==> config.mk <==
export PLATFORM = sky130hd
export DESIGN_NAME = countdown_effect_table_core
export DESIGN_NICKNAME = d
export VERILOG_FILES = /design/src/sv/cdet_pkg.sv /design/src/sv/cdet_cell.sv /design/src/sv/countdown_effect_table_core.sv
export VERILOG_INCLUDE_DIRS = /design/src /design/src/sv
export SDC_FILE = /design/constraint.sdc
export NUM_CORES = 1
export LEC_CHECK = 0
export BUFFER_PORTS_ARGS = -buffer_cell sky130_fd_sc_hd__buf_2
export CAP_MARGIN = 40
export CORE_MARGIN = 1.5
export CORE_UTILIZATION = 32
export CTS_CLUSTER_DIAMETER = 30
export DETAILED_ROUTE_END_ITERATION = 10
export GPL_TIMING_DRIVEN = 0
export PLACE_DENSITY_LB_ADDON = 0.05
export RECOVER_POWER = 100
export SLEW_MARGIN = 20
export SYNTH_ARGS = -nofsm -noshare
export SYNTH_HDL_FRONTEND = slang
export SYNTH_HIERARCHICAL = 1
export SYNTH_SLANG_ARGS = --single-unit
==> constraint.sdc <==
create_clock -name clk_i -period 5.9 [get_ports clk_i]
set_input_delay 0.59 -clock clk_i [delete_from_list [all_inputs] [get_ports clk_i]]
set_output_delay 0.59 -clock clk_i [all_outputs]
set_load 0.02 [all_outputs]
==> src/sv/countdown_effect_table_core_macros.svh <==
// Assertion macros for the countdown effect table.
// CDET_ASSERT_CLK takes an explicit clock and active-low reset,
// CDET_ASSERT uses the block's own clk_i and rst_ni.
`ifndef COUNTDOWN_EFFECT_TABLE_CORE_MACROS_SVH
`define COUNTDOWN_EFFECT_TABLE_CORE_MACROS_SVH

`ifndef SYNTHESIS
`define CDET_ASSERT_CLK(lbl, clk, rstn, prop, msg) \
  lbl: assert property (@(posedge clk) disable iff (!rstn) prop) else $error(msg);
`define CDET_ASSERT(lbl, prop, msg) \
  `CDET_ASSERT_CLK(lbl, clk_i, rst_ni, prop, msg)
`else
`define CDET_ASSERT_CLK(lbl, clk, rstn, prop, msg)
`define CDET_ASSERT(lbl, prop, msg)
`endif

`endif

==> src/sv/cdet_pkg.sv <==
package cdet_pkg;

  // Table geometry
  localparam int unsigned Depth   = 16;
  localparam int unsigned IdBits  = 8;
  // Stored id width: the id port carries eight bits
  localparam int unsigned IdKeepW = (IdBits < 8) ? IdBits : 8;
  localparam int unsigned CntW    = $clog2(Depth + 1);

  // Input item kinds
  typedef enum logic [1:0] {
    KindAdd    = 2'd0,
    KindTick   = 2'd1,
    KindCancel = 2'd2
  } kind_e;

  // Result codes
  typedef enum logic [2:0] {
    EvAdded   = 3'd0,
    EvFull    = 3'd1,
    EvExpired = 3'd2,
    EvTickSum = 3'd3,
    EvCancSum = 3'd4
  } event_e;

  // One table entry
  typedef struct packed {
    logic [IdKeepW-1:0] id;
    logic [1:0]         owner;
    logic [3:0]         x;
    logic [3:0]         y;
    logic [7:0]         turns;
  } entry_t;

  // Per-cycle command to every cell of the chain
  typedef struct packed {
    logic shift;   // move the row one place towards the head, feed at the tail
    logic append;  // write the feed into the first free cell
  } cell_ctrl_t;

endpackage

==> src/sv/cdet_cell.sv <==
// One slot of the table. Holds a valid bit and an entry; on a shift it takes
// its upper neighbour, or the feed if it is the current tail.
module cdet_cell import cdet_pkg::*; (
  input  logic       clk_i,
  input  logic       rst_ni,
  input  cell_ctrl_t ctrl_i,
  input  logic       prv_valid_i,
  input  logic       nxt_valid_i,
  input  entry_t     nxt_entry_i,
  input  logic       feed_valid_i,
  input  entry_t     feed_entry_i,
  output logic       valid_o,
  output entry_t     entry_o
);

  logic   valid_q, valid_d;
  entry_t entry_q, entry_d;

  // Next-state selection from neighbours and feed
  always_comb begin
    valid_d = valid_q;
    entry_d = entry_q;
    if (ctrl_i.shift) begin
      if (nxt_valid_i) begin
        valid_d = 1'b1;
        entry_d = nxt_entry_i;
      end else if (valid_q) begin
        valid_d = feed_valid_i;
        entry_d = feed_entry_i;
      end
    end else if (ctrl_i.append) begin
      if (!valid_q && prv_valid_i) begin
        valid_d = 1'b1;
        entry_d = feed_entry_i;
      end
    end
  end

  always_ff @(posedge clk_i or negedge rst_ni) begin
    if (!rst_ni) begin
      valid_q <= 1'b0;
    end else begin
      valid_q <= valid_d;
    end
  end

  // Entry payload carries no reset
  always_ff @(posedge clk_i) begin
    entry_q <= entry_d;
  end

  assign valid_o = valid_q;
  assign entry_o = entry_q;

endmodule

==> src/sv/countdown_effect_table_core.sv <==
// Channel | Direction | Handshake              | Beat
// --------+-----------+------------------------+---------------------------------------
// in      | input     | in_valid_i/in_ready_o   | kind, effect_id, owner, target, turns
// out     | output    | out_valid_o/out_ready_i | event_res, id, owner, x, y, count, last
//
// Add: result registered in StAdd, next beat taken the cycle after.
// Tick and cancel: StScan passes the n stored entries, one entry leaving the head
// of the cell row per cycle unless stalled, then StSum registers the summary.
// Reset clears every valid bit and the control; entry payload is not reset.
// A tick stalls on each expired entry while the output register is held full;
// a new beat is taken once the previous item's last result is registered.
`include "countdown_effect_table_core_macros.svh"

module countdown_effect_table_core import cdet_pkg::*; (
  input  logic        clk_i,
  input  logic        rst_ni,
  input  logic        in_valid_i,
  output logic        in_ready_o,
  input  logic [1:0]  kind_i,
  input  logic [7:0]  effect_id_i,
  input  logic [1:0]  owner_i,
  input  logic [3:0]  target_x_i,
  input  logic [3:0]  target_y_i,
  input  logic [7:0]  turns_i,
  output logic        out_valid_o,
  input  logic        out_ready_i,
  output logic [2:0]  event_res_o,
  output logic [7:0]  out_id_o,
  output logic [1:0]  out_owner_o,
  output logic [3:0]  out_x_o,
  output logic [3:0]  out_y_o,
  output logic [CntW-1:0] count_o,
  output logic        last_o
);

  typedef enum logic [3:0] {
    StIdle = 4'b0001,
    StAdd  = 4'b0010,
    StScan = 4'b0100,
    StSum  = 4'b1000
  } state_e;

  state_e            state_q, state_d;
  entry_t            req_q, req_d;
  logic              tick_q, tick_d;
  logic [CntW-1:0]   steps_q, steps_d;
  logic [CntW-1:0]   cnt_q, cnt_d;
  logic [CntW-1:0]   fill_q, fill_d;

  logic [Depth-1:0]  valid_vec;
  entry_t            entries [Depth];
  cell_ctrl_t        ctrl;
  logic              feed_valid;
  entry_t            feed_entry;

  logic              out_valid_q;
  logic [2:0]        ev_q, ev_d;
  logic [7:0]        oid_q, oid_d;
  logic [1:0]        oown_q, oown_d;
  logic [3:0]        ox_q, ox_d;
  logic [3:0]        oy_q, oy_d;
  logic [CntW-1:0]   ocnt_q, ocnt_d;
  logic              olast_q, olast_d;
  logic              out_load;

  logic              emit_ok;
  logic              in_acc;
  entry_t            head;
  logic              drop;
  logic              full;

  // Cell row
  for (genvar i = 0; i < Depth; i++) begin : g_cell
    logic   prv_v;
    logic   nxt_v;
    entry_t nxt_e;
    if (i == 0) begin : g_first
      assign prv_v = 1'b1;
    end else begin : g_mid
      assign prv_v = valid_vec[i-1];
    end
    if (i == Depth - 1) begin : g_last
      assign nxt_v = 1'b0;
      assign nxt_e = entries[i];
    end else begin : g_inner
      assign nxt_v = valid_vec[i+1];
      assign nxt_e = entries[i+1];
    end
    cdet_cell u_cell (
      .clk_i        (clk_i),
      .rst_ni       (rst_ni),
      .ctrl_i       (ctrl),
      .prv_valid_i  (prv_v),
      .nxt_valid_i  (nxt_v),
      .nxt_entry_i  (nxt_e),
      .feed_valid_i (feed_valid),
      .feed_entry_i (feed_entry),
      .valid_o      (valid_vec[i]),
      .entry_o      (entries[i])
    );
  end

  assign head     = entries[0];
  assign full     = valid_vec[Depth-1];
  assign emit_ok  = !out_valid_q || out_ready_i;
  assign in_ready_o = (state_q == StIdle);
  assign in_acc   = in_valid_i && in_ready_o;

  // Head decision: expiry on tick, id and owner match on cancel
  assign drop = tick_q ? (head.turns <= 8'd1)
                       : ((head.id == req_q.id) && (head.owner == req_q.owner));

  // Sequencer
  always_comb begin
    state_d    = state_q;
    req_d      = req_q;
    tick_d     = tick_q;
    steps_d    = steps_q;
    cnt_d      = cnt_q;
    fill_d     = fill_q;
    ctrl       = '0;
    feed_valid = 1'b0;
    feed_entry = req_q;
    out_load   = 1'b0;
    ev_d       = EvAdded;
    oid_d      = '0;
    oown_d     = '0;
    ox_d       = '0;
    oy_d       = '0;
    ocnt_d     = '0;
    olast_d    = 1'b0;

    case (state_q)
      StIdle: begin
        if (in_acc) begin
          req_d.id    = effect_id_i[IdKeepW-1:0];
          req_d.owner = owner_i;
          req_d.x     = target_x_i;
          req_d.y     = target_y_i;
          req_d.turns = turns_i;
          steps_d     = fill_q;
          cnt_d       = '0;
          case (kind_i)
            KindAdd: begin
              state_d = StAdd;
            end
            KindTick: begin
              tick_d  = 1'b1;
              state_d = StScan;
            end
            KindCancel: begin
              tick_d  = 1'b0;
              state_d = StScan;
            end
            default: begin
              state_d = StIdle;
            end
          endcase
        end
      end

      StAdd: begin
        if (emit_ok) begin
          out_load = 1'b1;
          olast_d  = 1'b1;
          if (full) begin
            ev_d = EvFull;
          end else begin
            ev_d        = EvAdded;
            ctrl.append = 1'b1;
            feed_valid  = 1'b1;
            fill_d      = fill_q + CntW'(1);
          end
          state_d = StIdle;
        end
      end

      StScan: begin
        if (steps_q == '0) begin
          state_d = StSum;
        end else if (!(tick_q && drop) || emit_ok) begin
          // Head leaves the row; survivors re-enter at the tail
          ctrl.shift  = 1'b1;
          feed_valid  = !drop;
          feed_entry  = head;
          if (tick_q) begin
            feed_entry.turns = head.turns - 8'd1;
          end
          steps_d = steps_q - CntW'(1);
          if (drop) begin
            cnt_d  = cnt_q + CntW'(1);
            fill_d = fill_q - CntW'(1);
          end
          if (tick_q && drop) begin
            out_load = 1'b1;
            ev_d     = EvExpired;
            oid_d    = 8'(head.id);
            oown_d   = head.owner;
            ox_d     = head.x;
            oy_d     = head.y;
          end
        end
      end

      StSum: begin
        if (emit_ok) begin
          out_load = 1'b1;
          ev_d     = tick_q ? EvTickSum : EvCancSum;
          ocnt_d   = cnt_q;
          olast_d  = 1'b1;
          state_d  = StIdle;
        end
      end

      default: begin
        state_d = StIdle;
      end
    endcase
  end

  // Control registers
  always_ff @(posedge clk_i or negedge rst_ni) begin
    if (!rst_ni) begin
      state_q     <= StIdle;
      fill_q      <= '0;
      steps_q     <= '0;
      cnt_q       <= '0;
      tick_q      <= 1'b0;
      out_valid_q <= 1'b0;
    end else begin
      state_q <= state_d;
      fill_q  <= fill_d;
      steps_q <= steps_d;
      cnt_q   <= cnt_d;
      tick_q  <= tick_d;
      if (out_load) begin
        out_valid_q <= 1'b1;
      end else if (out_ready_i) begin
        out_valid_q <= 1'b0;
      end
    end
  end

  // Request and result payload
  always_ff @(posedge clk_i) begin
    req_q <= req_d;
    if (out_load) begin
      ev_q    <= ev_d;
      oid_q   <= oid_d;
      oown_q  <= oown_d;
      ox_q    <= ox_d;
      oy_q    <= oy_d;
      ocnt_q  <= ocnt_d;
      olast_q <= olast_d;
    end
  end

  assign out_valid_o = out_valid_q;
  assign event_res_o = ev_q;
  assign out_id_o    = oid_q;
  assign out_owner_o = oown_q;
  assign out_x_o     = ox_q;
  assign out_y_o     = oy_q;
  assign count_o     = ocnt_q;
  assign last_o      = olast_q;

  // Checks
  `CDET_ASSERT(a_fill_matches, $countones(valid_vec) == fill_q, "fill count off")
  `CDET_ASSERT(a_row_compact, (valid_vec & (valid_vec + Depth'(1))) == '0, "row has a gap")
  `CDET_ASSERT(a_steps_bound, steps_q <= fill_q, "scan beyond stored entries")

endmodule
=== Word level (Yosys, flattened, before mapping) ===
Cells that the tools add are included.

* Register bits: 506
* Output and inout port bits: 29
* Word-level logic and storage cells: 464

* Add/sub/neg operators: 5
* Magnitude comparators: 1
* Equality and inequality tests: 33
* Multiplexer cells: 207
* Bitwise logic cells: 3
* Reduce and logical (&&, ||, !) cells: 101

{| class="wikitable"
|+ Operators with widths
! operator !! count
|-
| two-way mux 26 bit || 82
|-
| two-way mux 1 bit || 94
|-
| two-way mux 5 bit || 12
|-
| AND reduction 3 bit || 18
|-
| != test 3 x 1 -> 1 bit, second input constant || 15
|-
| nonzero test 2 bit || 20
|-
| AND reduction 2 bit || 17
|-
| case mux 5 bit (2 select lines) || 3
|-
| logical AND 1 bit || 18
|-
| zero test 1 bit || 18
|-
| != test 2 bit, second input constant || 7
|-
| two-way mux 4 bit || 3
|-
| case mux 4 bit (3 select lines) || 1
|-
| adder 5 x 1 -> 5 bit, second input constant || 2
|-
| subtractor 5 x 1 -> 5 bit, second input constant || 2
|-
| two-way mux 3 bit || 3
|-
| case mux 3 bit (3 select lines) || 1
|-
| == test 8 bit || 1
|-
| less-or-equal comparator 8 x 1 -> 1 bit, second input constant || 1
|-
| two-way mux 8 bit || 1
|-
| subtractor 8 x 1 -> 8 bit, second input constant || 1
|-
| two-way mux 2 bit || 3
|-
| != test 2 x 1 -> 1 bit, second input constant || 3
|-
| case mux 1 bit (2 select lines) || 3
|-
| 17 further kinds || 21
|}

=== Logic depth before layout (Yosys ltp) ===
Gate-level depths: netlist of the first run.

* Word-level depth: 12
* Depth in mapped cells: 11
* Mapped depth without buffers: 9

=== By module ===
The synthesis of the first run kept the hierarchy.

{| class="wikitable"
|+ By module, submodules not included
! module !! times used !! cells an instance !! area each (um^2) !! seq. area each (um^2)
|-
| cdet_cell || 16 || 62 || 1239.9 || 805.8
|-
| countdown_effect_table_core || 1 || 348 || 3781.1 || 2118.3
|}

=== Worst setup path after synthesis of the first run ===
Ideal clock, no wire load.

* Kind: register to register
* Start: reg g_cell[0].u_cell.entry_q (netlist bit g_cell[0].u_cell/entry_o[3])
* End: reg g_cell[0].u_cell.entry_q (netlist bit g_cell[0].u_cell/entry_o[0]), enable pin
* Data arrival time: 4.244 ns
* Data required time: 5.451 ns
* Path slack: 1.207 ns
* Stages on the path, launching flop included: 8
* Buffers on the path: 2
* Period minus slack after synthesis: 4.693 ns
* Cells stage by stage: edfxtp_1 -> or4_4 -> or4b_4 -> nand2_4 -> buf_8 -> inv_4 -> buf_6 -> o31ai_1

{| class="wikitable"
|+ RTL lines
! what !! line !! text
|-
| start: declaration || cdet_cell.sv:17 || <nowiki>entry_t entry_q, entry_d;</nowiki>
|-
| start signal: assignment || cdet_cell.sv:49 || <nowiki>entry_q <= entry_d;</nowiki>
|}

==> results of run 1 <==
-- repair_timing --
action	4_1_cts	5_1_grt
buffers inserted	0	0
setup endpoints to repair	0	0
hold buffers	1	0
endpoints found under the hold margin	9	0
gates resized for setup	0	0
-- layout by cell type, fill, tap and decap left out, types with 8 or more instances in the layout --
cell,synthesis,routed
sky130_fd_sc_hd__o31ai_4,0,16
sky130_fd_sc_hd__and2_1,23,13
sky130_fd_sc_hd__mux2_4,320,56
sky130_fd_sc_hd__edfxtp_1,469,469
sky130_fd_sc_hd__nand2_1,90,106
sky130_fd_sc_hd__nor2_1,29,29
sky130_fd_sc_hd__xnor2_1,9,9
sky130_fd_sc_hd__clkbuf_1,5,83
sky130_fd_sc_hd__dfrtp_1,36,36
sky130_fd_sc_hd__bufinv_16,0,12
sky130_fd_sc_hd__clkinv_2,0,28
sky130_fd_sc_hd__and2_0,0,10
sky130_fd_sc_hd__o21ai_0,35,32
sky130_fd_sc_hd__a22oi_1,17,17
sky130_fd_sc_hd__buf_6,34,37
sky130_fd_sc_hd__inv_1,13,13
sky130_fd_sc_hd__nand3_1,8,8
sky130_fd_sc_hd__clkbuf_16,0,146
sky130_fd_sc_hd__xor2_1,12,12
sky130_fd_sc_hd__buf_2,3,31
sky130_fd_sc_hd__clkinv_1,0,26
sky130_fd_sc_hd__mux2_1,1,265
sky130_fd_sc_hd__a21oi_1,24,25
sky130_fd_sc_hd__mux2_2,97,97
sky130_fd_sc_hd__ha_1,10,10
-- worst paths after layout --
kind | startpoint | to | cells after the start
worst min register to register | fill_q[4] | fill_q[4] | 1
worst max-delay path | steps_q[0] | g_cell[7].u_cell/entry_o[17] | 12
min in group asynchronous | rst_ni | g_cell[14].u_cell/valid_o | 2
worst max register to register | steps_q[0] | g_cell[7].u_cell/entry_o[17] | 12
worst min-delay path | turns_i[5] | req_q[5] | 1
max in group asynchronous | rst_ni | cnt_q[4] | 3
-- cells by family (layout without fill, tap and decap cells) --
logic type,after synthesis,after routing,share of synthesized area
compound gates,109,109,0.0295
xor+xnor,21,21,0.00779
fa+ha+maj,11,11,0.00614
buf+inv,61,402,0.0217
flops,506,506,0.636
mux,422,422,0.252
other cells,2,4,0.000318
simple gates,208,208,0.0473
-- through the flow --
| stage | power [mW] | setup TNS [ns] |
|---|---|---|
| after CTS | 15.6 | 0 |
| after global placement | 8.05 | -40.39 |
| final | 14.6 | 0 |
| after detailed placement | 8.19 | 0 |
| after floorplan | 7.46 | 0 |
| after global routing | 15.4 | 0 |
-- flip-flops by register name (all words and copies together), names as in the netlist --
register	cells
out_y_o	4
count_o	5
tick_q	1
req_q	26
g_cell.u_cell/entry_o	416
fill_q	5
g_cell.u_cell/valid_o	16
state_q	4
last_o	1
out_id_o	8
steps_q	5
out_valid_o	1
out_owner_o	2
out_x_o	4
event_res_o	3
cnt_q	5
-- per-layer routing --
layer / GRT usage / part of all wire
met2: 0.187 / 0.48
met3: 0.0347 / 0.050
met1: 0.130 / 0.44
met5: 0 / 0
met4: 0.0615 / 0.030
-- critical path, cell delays in order (launching register included) --
cell and delay, ns:
sky130_fd_sc_hd__dfrtp_1 0.39, sky130_fd_sc_hd__inv_1 0.07, sky130_fd_sc_hd__ha_1 0.22, sky130_fd_sc_hd__nor4b_1 0.94, sky130_fd_sc_hd__nor2_4 0.08, sky130_fd_sc_hd__nand2_1 0.12
sky130_fd_sc_hd__clkbuf_1 0.49, sky130_fd_sc_hd__inv_4 0.10, sky130_fd_sc_hd__buf_6 0.21, sky130_fd_sc_hd__buf_16 0.21, sky130_fd_sc_hd__nand2_1 0.37, sky130_fd_sc_hd__clkbuf_1 0.61
sky130_fd_sc_hd__mux2_4 0.35
-- cell type report --
type | instances | area share
Sequential cell | 506 | 0.518
Tap cell | 959 | 0.0414
Multi-Input combinational cell | 775 | 0.248
Buffer | 46 | 0.0120
Inverter | 15 | 0.00203
Timing Repair Buffer | 86 | 0.0179
Clock inverter | 80 | 0.0293
Clock buffer | 175 | 0.131
-- power by group through the flow --
stage / Clock (mW) / Sequential, mW / Combinational (mW)
after global placement: 0 / 5.15 / 2.90
after detailed placement: 0 / 5.15 / 3.04
after CTS: 7.44 / 5.10 / 3.06
after floorplan: 0 / 5.09 / 2.37
after global routing: 7.65 / 5.12 / 2.64
final: 7.24 / 5.06 / 2.33
==> flow_summary.yaml, run 1 <==
pwr:
  net-switching-power_mw: 3.69
  p_seq_frac: 0.346
  internal_power_mw: 10.9
  share_clk_of_total_power: 0.495
  peak_supply_drop_mv: 0.263
  switching_share: 0.252
  comb_power_share: 0.159
  power-per-cell-area_nw_per_um2: 505
  leakagePower_nw: 10.4
grt:
  global_route.usage.total: 0.113
  vias_in_the_first_global_route: 12000
  pin_count_of_the_biggest_net_entering_global_routing: 73
  wire_length_of_the_first_global_routing_pass_um: 65300
  globalRoute.totalOverflow: 0
  antenna_found_initial: 0
routing:
  drc: 0
  violation_count_after_the_first_detailed_route_iteration: 546
  drt-pass1-iter-count: 5
  route.detailed.wl_per_inst_um: 15.8
  routed_via_density: 4.31
  routed-via-count: 11400
  detail_route.wirelength_um: 41700
  drtAntennaViolNets: 0
final_layout:
  final_nets: 1618
  flow.area_growth_from_synthesis_pct: 22.7
  post-route-cell-area_um2: 29000
  layout.area.seq_um2: 15000
  drive_gt1_frac: 0.272
  antenna-diode-count: 0
  filler_cell_count: 6902
  final_cells: 2642
  finish.utilization: 0.397
  multi_input_comb_area_um2: 7200
critical_path:
  critPathLaunchType: "flip-flop"
  endpoint_kind: "flip-flop"
  critical_path_required_ns: 6.31
  timing.setup.critical_path_class: "reg -> reg"
  timing.reg2reg.setup_slack_ns: 1.40
  critPathArrivalTime_ns: 4.91
  critical_path_peak_fanout: 72
clock_tree:
  numClockSinks: 506
  tritoncts: "built"
  ctsHtreeMaxLevel: 4
  cts-buffers-inserted: 145
  clock_latency_ns: 0.68
  cts_root_buf: "sky130_fd_sc_hd__clkbuf_16"
  cts_max_path_buffers: 3
  clk_pin_slew_worst_paths_ns: 0.04
yosys:
  synth_warnings: 6
  synth_edf_count: 469
  post_synth_inst_count: 1340
  synth.most_common_cell: "sky130_fd_sc_hd__edfxtp_1"
  yosys_register_bits: 506
  synth_top_area_frac: 0.596
  yosysUniqueCellTypes: 54
  post_synth_most_frequent_cells: "sky130_fd_sc_hd__edfxtp_1, sky130_fd_sc_hd__mux2_4, sky130_fd_sc_hd__mux2_2"
  synthFlopType: "sky130_fd_sc_hd__edfxtp_1"
  average_size_of_a_mapped_cell_um2: 17.6
  synth.cell_area_um2: 23600
  yosysTopAreaCell: "sky130_fd_sc_hd__edfxtp_1"
  fraction_of_registers_with_async_set_reset: 0.0731
  netlist_top_cells_area: "sky130_fd_sc_hd__edfxtp_1, sky130_fd_sc_hd__mux2_4, sky130_fd_sc_hd__mux2_2, sky130_fd_sc_hd__dfrtp_1, sky130_fd_sc_hd__buf_6"
  ys_seq_area_frac: 0.636
timing:
  setup_repair_after_global_routing_missed_its_margin: "no"
  maxSlewViolCount: 91
  max_slew_margin: -0.331
  final.setup_skew_ns: 0.0283
  finalHoldViolations: 0
  hold_slack_ns: 0.0899
  layout_setup_ws_ns: 1.40
  minimum_clock_period_ns: 4.50
  fmax_mhz: 222
  tightestPinTransition_ns: 1.98
  min_period_over_period: 0.763
  finalSetupViolations: 0
floorplan:
  design.die.area_um2: 75500
  die_width_um: 275
  core-area_um2: 73000
  initial_utilization: 0.324
  floorplan.rows: 99
  vertical_die_dimension_um: 275
  number_of_i_o_pins: 61
placed_design:
  post-place-ws_ns: 1.79
  gp_congestion: 0.696
  port-buffer-count: 60
  hpwl_um: 28700
  placed_area_um2: 25700
  placedCellCount: 2385
hold_path:
  holdCritPathClass: "in -> reg"
job:
  cap_viol_max_count: 4
run_status:
  failing_checks: "capacitance limit, slew limit"
  status: "complete, but fails checks"
Note: power is estimated with default switching activity, not from simulation.
==> run 2, diff against run 1 <==
Settings changed: ABC_AREA from default to 1.
Clock period 5.9 ns to 4.1 ns, I/O delays scaled along.
==> run 2 against run 1 <==
First-iteration DRC count rose by 75%. Clock-buffer cell count rose by 14. Sequential power rose by 33%. Combinational power rose by 84%. Setup slack got worse by 0.81 ns. The run still ends with capacitance limit, slew limit left. Clock skew fell by 0.0012 ns. Sequential share of layout area fell by 3.2 points. Final area rose by 6.6%. Critical path depth rose by 3. Die area rose by 1.6%. Non-clock buffer count rose by 118. Cell count rose by 43%.
==> flow_summary.yaml, run 2 <==
pwr:
  net-switching-power_mw: 6.32
  peak_supply_drop_mv: 0.277
  comb_power_share: 0.202
  power-per-cell-area_nw_per_um2: 688
  share_clk_of_total_power: 0.482
  switching_share: 0.297
  leakagePower_nw: 12.9
  p_seq_frac: 0.316
  internal_power_mw: 14.9
timing:
  tightestPinTransition_ns: 1.62
  max_slew_margin: -0.0922
  layout_setup_ws_ns: 0.593
  maxSlewViolCount: 54
  min_period_over_period: 0.855
  fmax_mhz: 285
  final.setup_skew_ns: 0.0271
  setup_repair_after_global_routing_missed_its_margin: "no"
  finalHoldViolations: 0
  minimum_clock_period_ns: 3.51
  finalSetupViolations: 0
critical_path:
  critical_path_required_ns: 4.62
  endpoint_kind: "flip-flop"
  critical_path_peak_fanout: 41
  critPathLaunchType: "flip-flop"
  timing.setup.critical_path_class: "reg -> reg"
  critPathArrivalTime_ns: 4.02
  timing.reg2reg.setup_slack_ns: 0.59
  critical_path.reg2reg.startpoint: "steps_q[0]"
  timing.reg2reg.worst_path_depth: 15
  reg2reg_to: "g_cell[3].u_cell/entry_o[3]"
yosys:
  yosysTopAreaCell: "sky130_fd_sc_hd__edfxtp_1"
  synth_edf_count: 469
  synthFlopType: "sky130_fd_sc_hd__edfxtp_1"
  synth.most_common_cell: "sky130_fd_sc_hd__nand2_1"
  post_synth_most_frequent_cells: "sky130_fd_sc_hd__nand2_1, sky130_fd_sc_hd__edfxtp_1, sky130_fd_sc_hd__nand3_1"
  yosysUniqueCellTypes: 36
  synth_top_area_frac: 0.587
  netlist_top_cells_area: "sky130_fd_sc_hd__edfxtp_1, sky130_fd_sc_hd__nand2_1, sky130_fd_sc_hd__nand3_1, sky130_fd_sc_hd__buf_6, sky130_fd_sc_hd__dfrtp_1"
  synth.cell_area_um2: 24000
  synth_warnings: 6
  fraction_of_registers_with_async_set_reset: 0.0731
  ys_seq_area_frac: 0.625
  post_synth_inst_count: 2447
  average_size_of_a_mapped_cell_um2: 9.81
  yosys_register_bits: 506
run_status:
  status: "complete, but fails checks"
  failing_checks: "capacitance limit, slew limit"
placed_design:
  gp_congestion: 0.800
  hpwl_um: 48100
  port-buffer-count: 60
  post-place-ws_ns: 0.784
  placedCellCount: 3501
routing:
  drtAntennaViolNets: 0
  drt-pass1-iter-count: 5
  violation_count_after_the_first_detailed_route_iteration: 956
  routed-via-count: 17600
  route.detailed.wl_per_inst_um: 17.9
  detail_route.wirelength_um: 67700
  drc: 0
  routed_via_density: 4.65
clock_tree:
  cts_max_path_buffers: 3
  cts-buffers-inserted: 141
  post-cts-setup-buffer-count: 0
  clk_pin_slew_worst_paths_ns: 0.04
  clock_latency_ns: 0.70
  numClockSinks: 506
  cts_root_buf: "sky130_fd_sc_hd__clkbuf_16"
  ctsHtreeMaxLevel: 4
  tritoncts: "built"
final_layout:
  largest_register_ff_count: 416
  final_cell_mix: "sky130_fd_sc_hd__nand2_1, sky130_fd_sc_hd__edfxtp_1, sky130_fd_sc_hd__nand3_1"
  mostFrequentLayoutCell: "sky130_fd_sc_hd__nand2_1"
  antenna-diode-count: 0
  flow.area_growth_from_synthesis_pct: 28.7
  final_nets: 2745
  final_cells: 3788
  filler_cell_count: 7241
  drive_gt1_frac: 0.153
hold_path:
  holdCritPathClass: "in -> reg"
  hold-path-cell-count: 3
  hold_start: "kind_i[1]"
  worstHoldEndpoint: "tick_q"
floorplan:
  floorplan.rows: 100
  design.die.area_um2: 76700
  initial_utilization: 0.323
  core-area_um2: 74300
  number_of_i_o_pins: 61
  die_width_um: 277
  vertical_die_dimension_um: 277
grt:
  vias_in_the_first_global_route: 18600
  global_route.usage.total: 0.180
  globalRoute.totalOverflow: 0
  wire_length_of_the_first_global_routing_pass_um: 106000
  pin_count_of_the_biggest_net_entering_global_routing: 42
  antenna_found_initial: 1
job:
  cap_viol_max_count: 3
run 2: worst max-delay path, stage by stage, from the launching register on:
cell and delay (ns):
sky130_fd_sc_hd__dfrtp_1 0.31, sky130_fd_sc_hd__inv_1 0.07, sky130_fd_sc_hd__ha_1 0.22, sky130_fd_sc_hd__nand2_1 0.09, sky130_fd_sc_hd__inv_1 0.05, sky130_fd_sc_hd__nand3_1 0.13
sky130_fd_sc_hd__nand2_1 0.19, sky130_fd_sc_hd__clkinvlp_2 0.18, sky130_fd_sc_hd__nand2_4 0.09, sky130_fd_sc_hd__inv_4 0.10, sky130_fd_sc_hd__buf_6 0.40, sky130_fd_sc_hd__nor2_1 0.15
sky130_fd_sc_hd__a31oi_4 0.45, sky130_fd_sc_hd__clkbuf_1 0.64, sky130_fd_sc_hd__nand2_1 0.11, sky130_fd_sc_hd__nand2_1 0.14
run 2: how the worst max path moves through the flow:
stage / startpoint / end / slack [ns] / cells past startpoint
6_report: steps_q[0] / g_cell[3].u_cell/entry_o[3] / 0.59 / 15
5_1_grt: steps_q[0] / g_cell[1].u_cell/entry_o[19] / 0.28 / 13
4_1_cts: steps_q[0] / g_cell[4].u_cell/entry_o[9] / 0.78 / 15
3_5_place_dp: steps_q[0] / g_cell[4].u_cell/entry_o[9] / 0.78 / 15
3_3_place_gp: steps_q[0] / g_cell[1].u_cell/entry_o[11] / -1.66 / 12
2_1_floorplan: steps_q[0] / g_cell[0].u_cell/entry_o[0] / 0.85 / 15
run 2: kinds of logic (layout without fill, tap and decap cells):
logic type / after synthesis / after routing / synth area share
other: 2 / 3 / 0.000313
xor gates and xnor gates: 12 / 12 / 0.00438
DFF: 506 / 506 / 0.625
buffers and inverters: 243 / 614 / 0.0696
adders and majority gates: 11 / 11 / 0.00605
and+or+nand+nor: 1628 / 1628 / 0.285
AOI/OAI and AO/OA: 45 / 45 / 0.00980
run 2: final cells by class:
| cell class | count | area, um^2 | share of cell area |
|---|---|---|---|
| multi-input cells | 1699 | 7570 | 0.245 |
| flip-flops and latches | 506 | 15000 | 0.486 |
| clock buffers | 189 | 3810 | 0.123 |
| plain buffers | 139 | 1250 | 0.0405 |
| inverters | 104 | 394 | 0.0128 |
| repair buffers | 111 | 930 | 0.0301 |
| clock inverters | 71 | 709 | 0.0230 |
| well taps | 969 | 1210 | 0.0392 |
run 2: what timing repair did:
action | CTS | global route
endpoints found under the hold margin | 40 | 0
hold buffers | 27 | 0
gates resized for setup | 0 | 0
run 2: power by group through the flow:
stage          clock network (mW)  logic, mW  registers [mW]
3_3_place_gp                    0       4.19            6.80
2_1_floorplan                   0       2.72            6.77
3_5_place_dp                    0       4.45            6.80
5_1_grt                      10.7       4.81            6.77
6_report                     10.2       4.29            6.72
4_1_cts                      10.5       4.49            6.72
run 2: stage by stage:
step | area [um^2] | utilization | TNS, ns | hold WS [ns] | total power [mW]
floorplan | 24000 | - | 0 | 0.114 | 9.49
global placement | 25500 | 0.343 | -231.91 | 0.462 | 11.0
detailed placement | 26400 | 0.355 | 0 | 0.402 | 11.3
CTS | 31200 | 0.419 | 0 | 0.0506 | 21.7
global route | 30900 | 0.416 | 0 | 0.0977 | 22.3
finish | 30900 | 0.416 | 0 | 0.105 | 21.3
run 2: routing by layer:
metal / wire length [um] / global-route usage / up-vias
met5: 0 / 0 / -
met4: 1630 / 0.0696 / 0
met3: 2480 / 0.0353 / 108
met2: 34000 / 0.310 / 353
met1: 29700 / 0.222 / 8359
li1: - / - / 8789
==> run 3, diff against run 2 <==
Settings changed: CORE_MARGIN 1.5 to 5, CORE_UTILIZATION 32 to 40.
==> run 3 against run 2 <==
The flow still finishes with violations (capacitance limit, slew limit). Die area decreased by 15%. Setup slack got worse by 0.092 ns. Total power fell by 0.47%. Non-clock buffer count rose by 4. Clock skew rose by 0.0099 ns. Critical path depth stayed put. Wire length is 3.1% lower. Sequential share of layout area increased by 0.82 points. Combinational power shrank 2%. Via count rose by 1.9%. Final area is 1.7% lower. Critical endpoint is now g_cell[2].u_cell/entry_o[21].
==> flow_summary.yaml, run 3 (same netlist as run 2, synthesis figures left out) <==
placed_design:
  gp_congestion: 0.788
  placed_area_um2: 26200
  hpwl_um: 46300
  post-place-ws_ns: 0.840
  port-buffer-count: 60
grt:
  globalRoute.totalOverflow: 0
  antenna_found_initial: 0
  pin_count_of_the_biggest_net_entering_global_routing: 42
  wire_length_of_the_first_global_routing_pass_um: 102000
  vias_in_the_first_global_route: 18200
  global_route.usage.total: 0.204
run_status:
  failing_checks: "capacitance limit, slew limit"
  status: "complete, but fails checks"
routing:
  routed_via_density: 5.02
  routed-via-count: 17900
  drtAntennaViolNets: 0
  drc: 0
  drt-pass1-iter-count: 5
  route.detailed.wl_per_inst_um: 18.4
  violation_count_after_the_first_detailed_route_iteration: 1411
  detail_route.wirelength_um: 65700
timing:
  max_slew_margin: -0.121
  setup_total_negative_slack_ns: 0
  finalSetupViolations: 0
  min_period_over_period: 0.878
  final.setup_skew_ns: 0.0369
  minimum_clock_period_ns: 3.60
  tightestPinTransition_ns: 1.66
  finalHoldViolations: 0
  fmax_mhz: 278
  setup_repair_after_global_routing_missed_its_margin: "no"
  hold_slack_ns: 0.110
  layout_setup_ws_ns: 0.501
  maxSlewViolCount: 53
hold_path:
  holdCritPathClass: "in -> reg"
final_layout:
  final_nets: 2738
  mostFrequentLayoutCell: "sky130_fd_sc_hd__nand2_1"
  drive_gt1_frac: 0.141
  flow.area_growth_from_synthesis_pct: 26.5
  post-route-cell-area_um2: 30400
  final_cell_mix: "sky130_fd_sc_hd__nand2_1, sky130_fd_sc_hd__edfxtp_1, sky130_fd_sc_hd__nand3_1"
  largest_register_ff_count: 416
floorplan:
  core-area_um2: 59200
  design.die.area_um2: 65000
  initial_utilization: 0.405
  floorplan.rows: 89
  vertical_die_dimension_um: 255
  die_width_um: 255
  number_of_i_o_pins: 61
clock_tree:
  cts_max_path_buffers: 3
  cts_root_buf: "sky130_fd_sc_hd__clkbuf_16"
  clk_pin_slew_worst_paths_ns: 0.04
  cts-buffers-inserted: 130
  clock_latency_ns: 0.70
  tritoncts: "built"
  postCtsResizedCells: 0
  post-cts-setup-buffer-count: 0
  ctsHtreeMaxLevel: 4
  numClockSinks: 506
critical_path:
  slowest_stage_delay_cp_ns: 0.67
  critical_path_required_ns: 4.64
  critical_path_peak_fanout: 10
  timing.critical_path.mode_cell: "sky130_fd_sc_hd__nand2_1"
  timing.setup.critical_path_class: "reg -> reg"
  timing.critical_path.cells: "inv_1 -> ha_1 -> nand2_1 -> inv_1 -> nand3_1 -> nand2_1 -> clkinvlp_2 -> nand2_4 -> buf_6 -> buf_6 -> nand2_1 -> o21ai_1 -> clkbuf_1 -> nand2_1 -> nand2_1"
  critical-path-slowest-cell: "sky130_fd_sc_hd__clkbuf_1"
  critPathLaunchType: "flip-flop"
  critPathArrivalTime_ns: 4.14
  endpoint_kind: "flip-flop"
pwr:
  leakagePower_nw: 12.8
  power-per-cell-area_nw_per_um2: 697
  power_mw: 21.2
  peak_supply_drop_mv: 0.460
job:
  cap_viol_max_count: 4
## run 3: per-layer routing
layer,routed length [um],track usage,vias up
met5,0,0,-
met4,1940,0.0801,0
met3,3520,0.0410,141
met2,31800,0.340,423
met1,28400,0.265,8588
li1,-,-,8792
## run 3: power by group
| group | switching (mW) | total [mW] | internal (mW) |
|---|---|---|---|
| Combinational | 2.89 | 4.22 | 1.33 |
| Clock | 3.05 | 10.2 | 7.18 |
| Sequential | 0.245 | 6.71 | 6.46 |
## run 3: worst max-delay path: cells and delay by family (launching register included)
kind,cells,cell delay [ns]
compound gates,1,0.58
buf+inv,6,1.38
flops,1,0.35
simple gates,7,0.93
fa+ha+maj,1,0.18
## run 3: what timing repair did
item	CTS	global route
hold endpoints to repair	45	0
hold buffers	27	0
setup endpoints to repair	0	0
## run 3: worst paths after layout
path                       slack, ns        from  depth (start not counted)                      endpoint
setup reg to reg                0.50  steps_q[0]                         15  g_cell[2].u_cell/entry_o[21]
max in group asynchronous       1.77      rst_ni                          3      g_cell[3].u_cell/valid_o
setup / recovery                0.50  steps_q[0]                         15  g_cell[2].u_cell/entry_o[21]
hold reg to reg                 0.47    cnt_q[4]                          2                      cnt_q[4]
hold / removal                  0.11   kind_i[1]                          3                        tick_q
min in group asynchronous       0.56      rst_ni                          2                    steps_q[2]
## run 3: area by class of cell
| cell class | instances | area [um^2] |
|---|---|---|
| fill | 5290 | 28900 |
| clock buffer | 146 | 3380 |
| clock inverter | 89 | 1060 |
| inverter | 104 | 394 |
| multi-input combinational | 1699 | 7470 |
| timing repair buffer | 115 | 855 |
| buffer | 139 | 1240 |
| sequential | 506 | 15000 |
| tap | 773 | 967 |
| antenna | 1 | 2.50 |
## run 3: metrics by stage
stage	utilization	instances
after floorplan	-	2448
after global placement	0.427	3281
after detailed placement	0.442	3308
after CTS	0.521	3570
after global routing	0.513	3571
final	0.513	3572
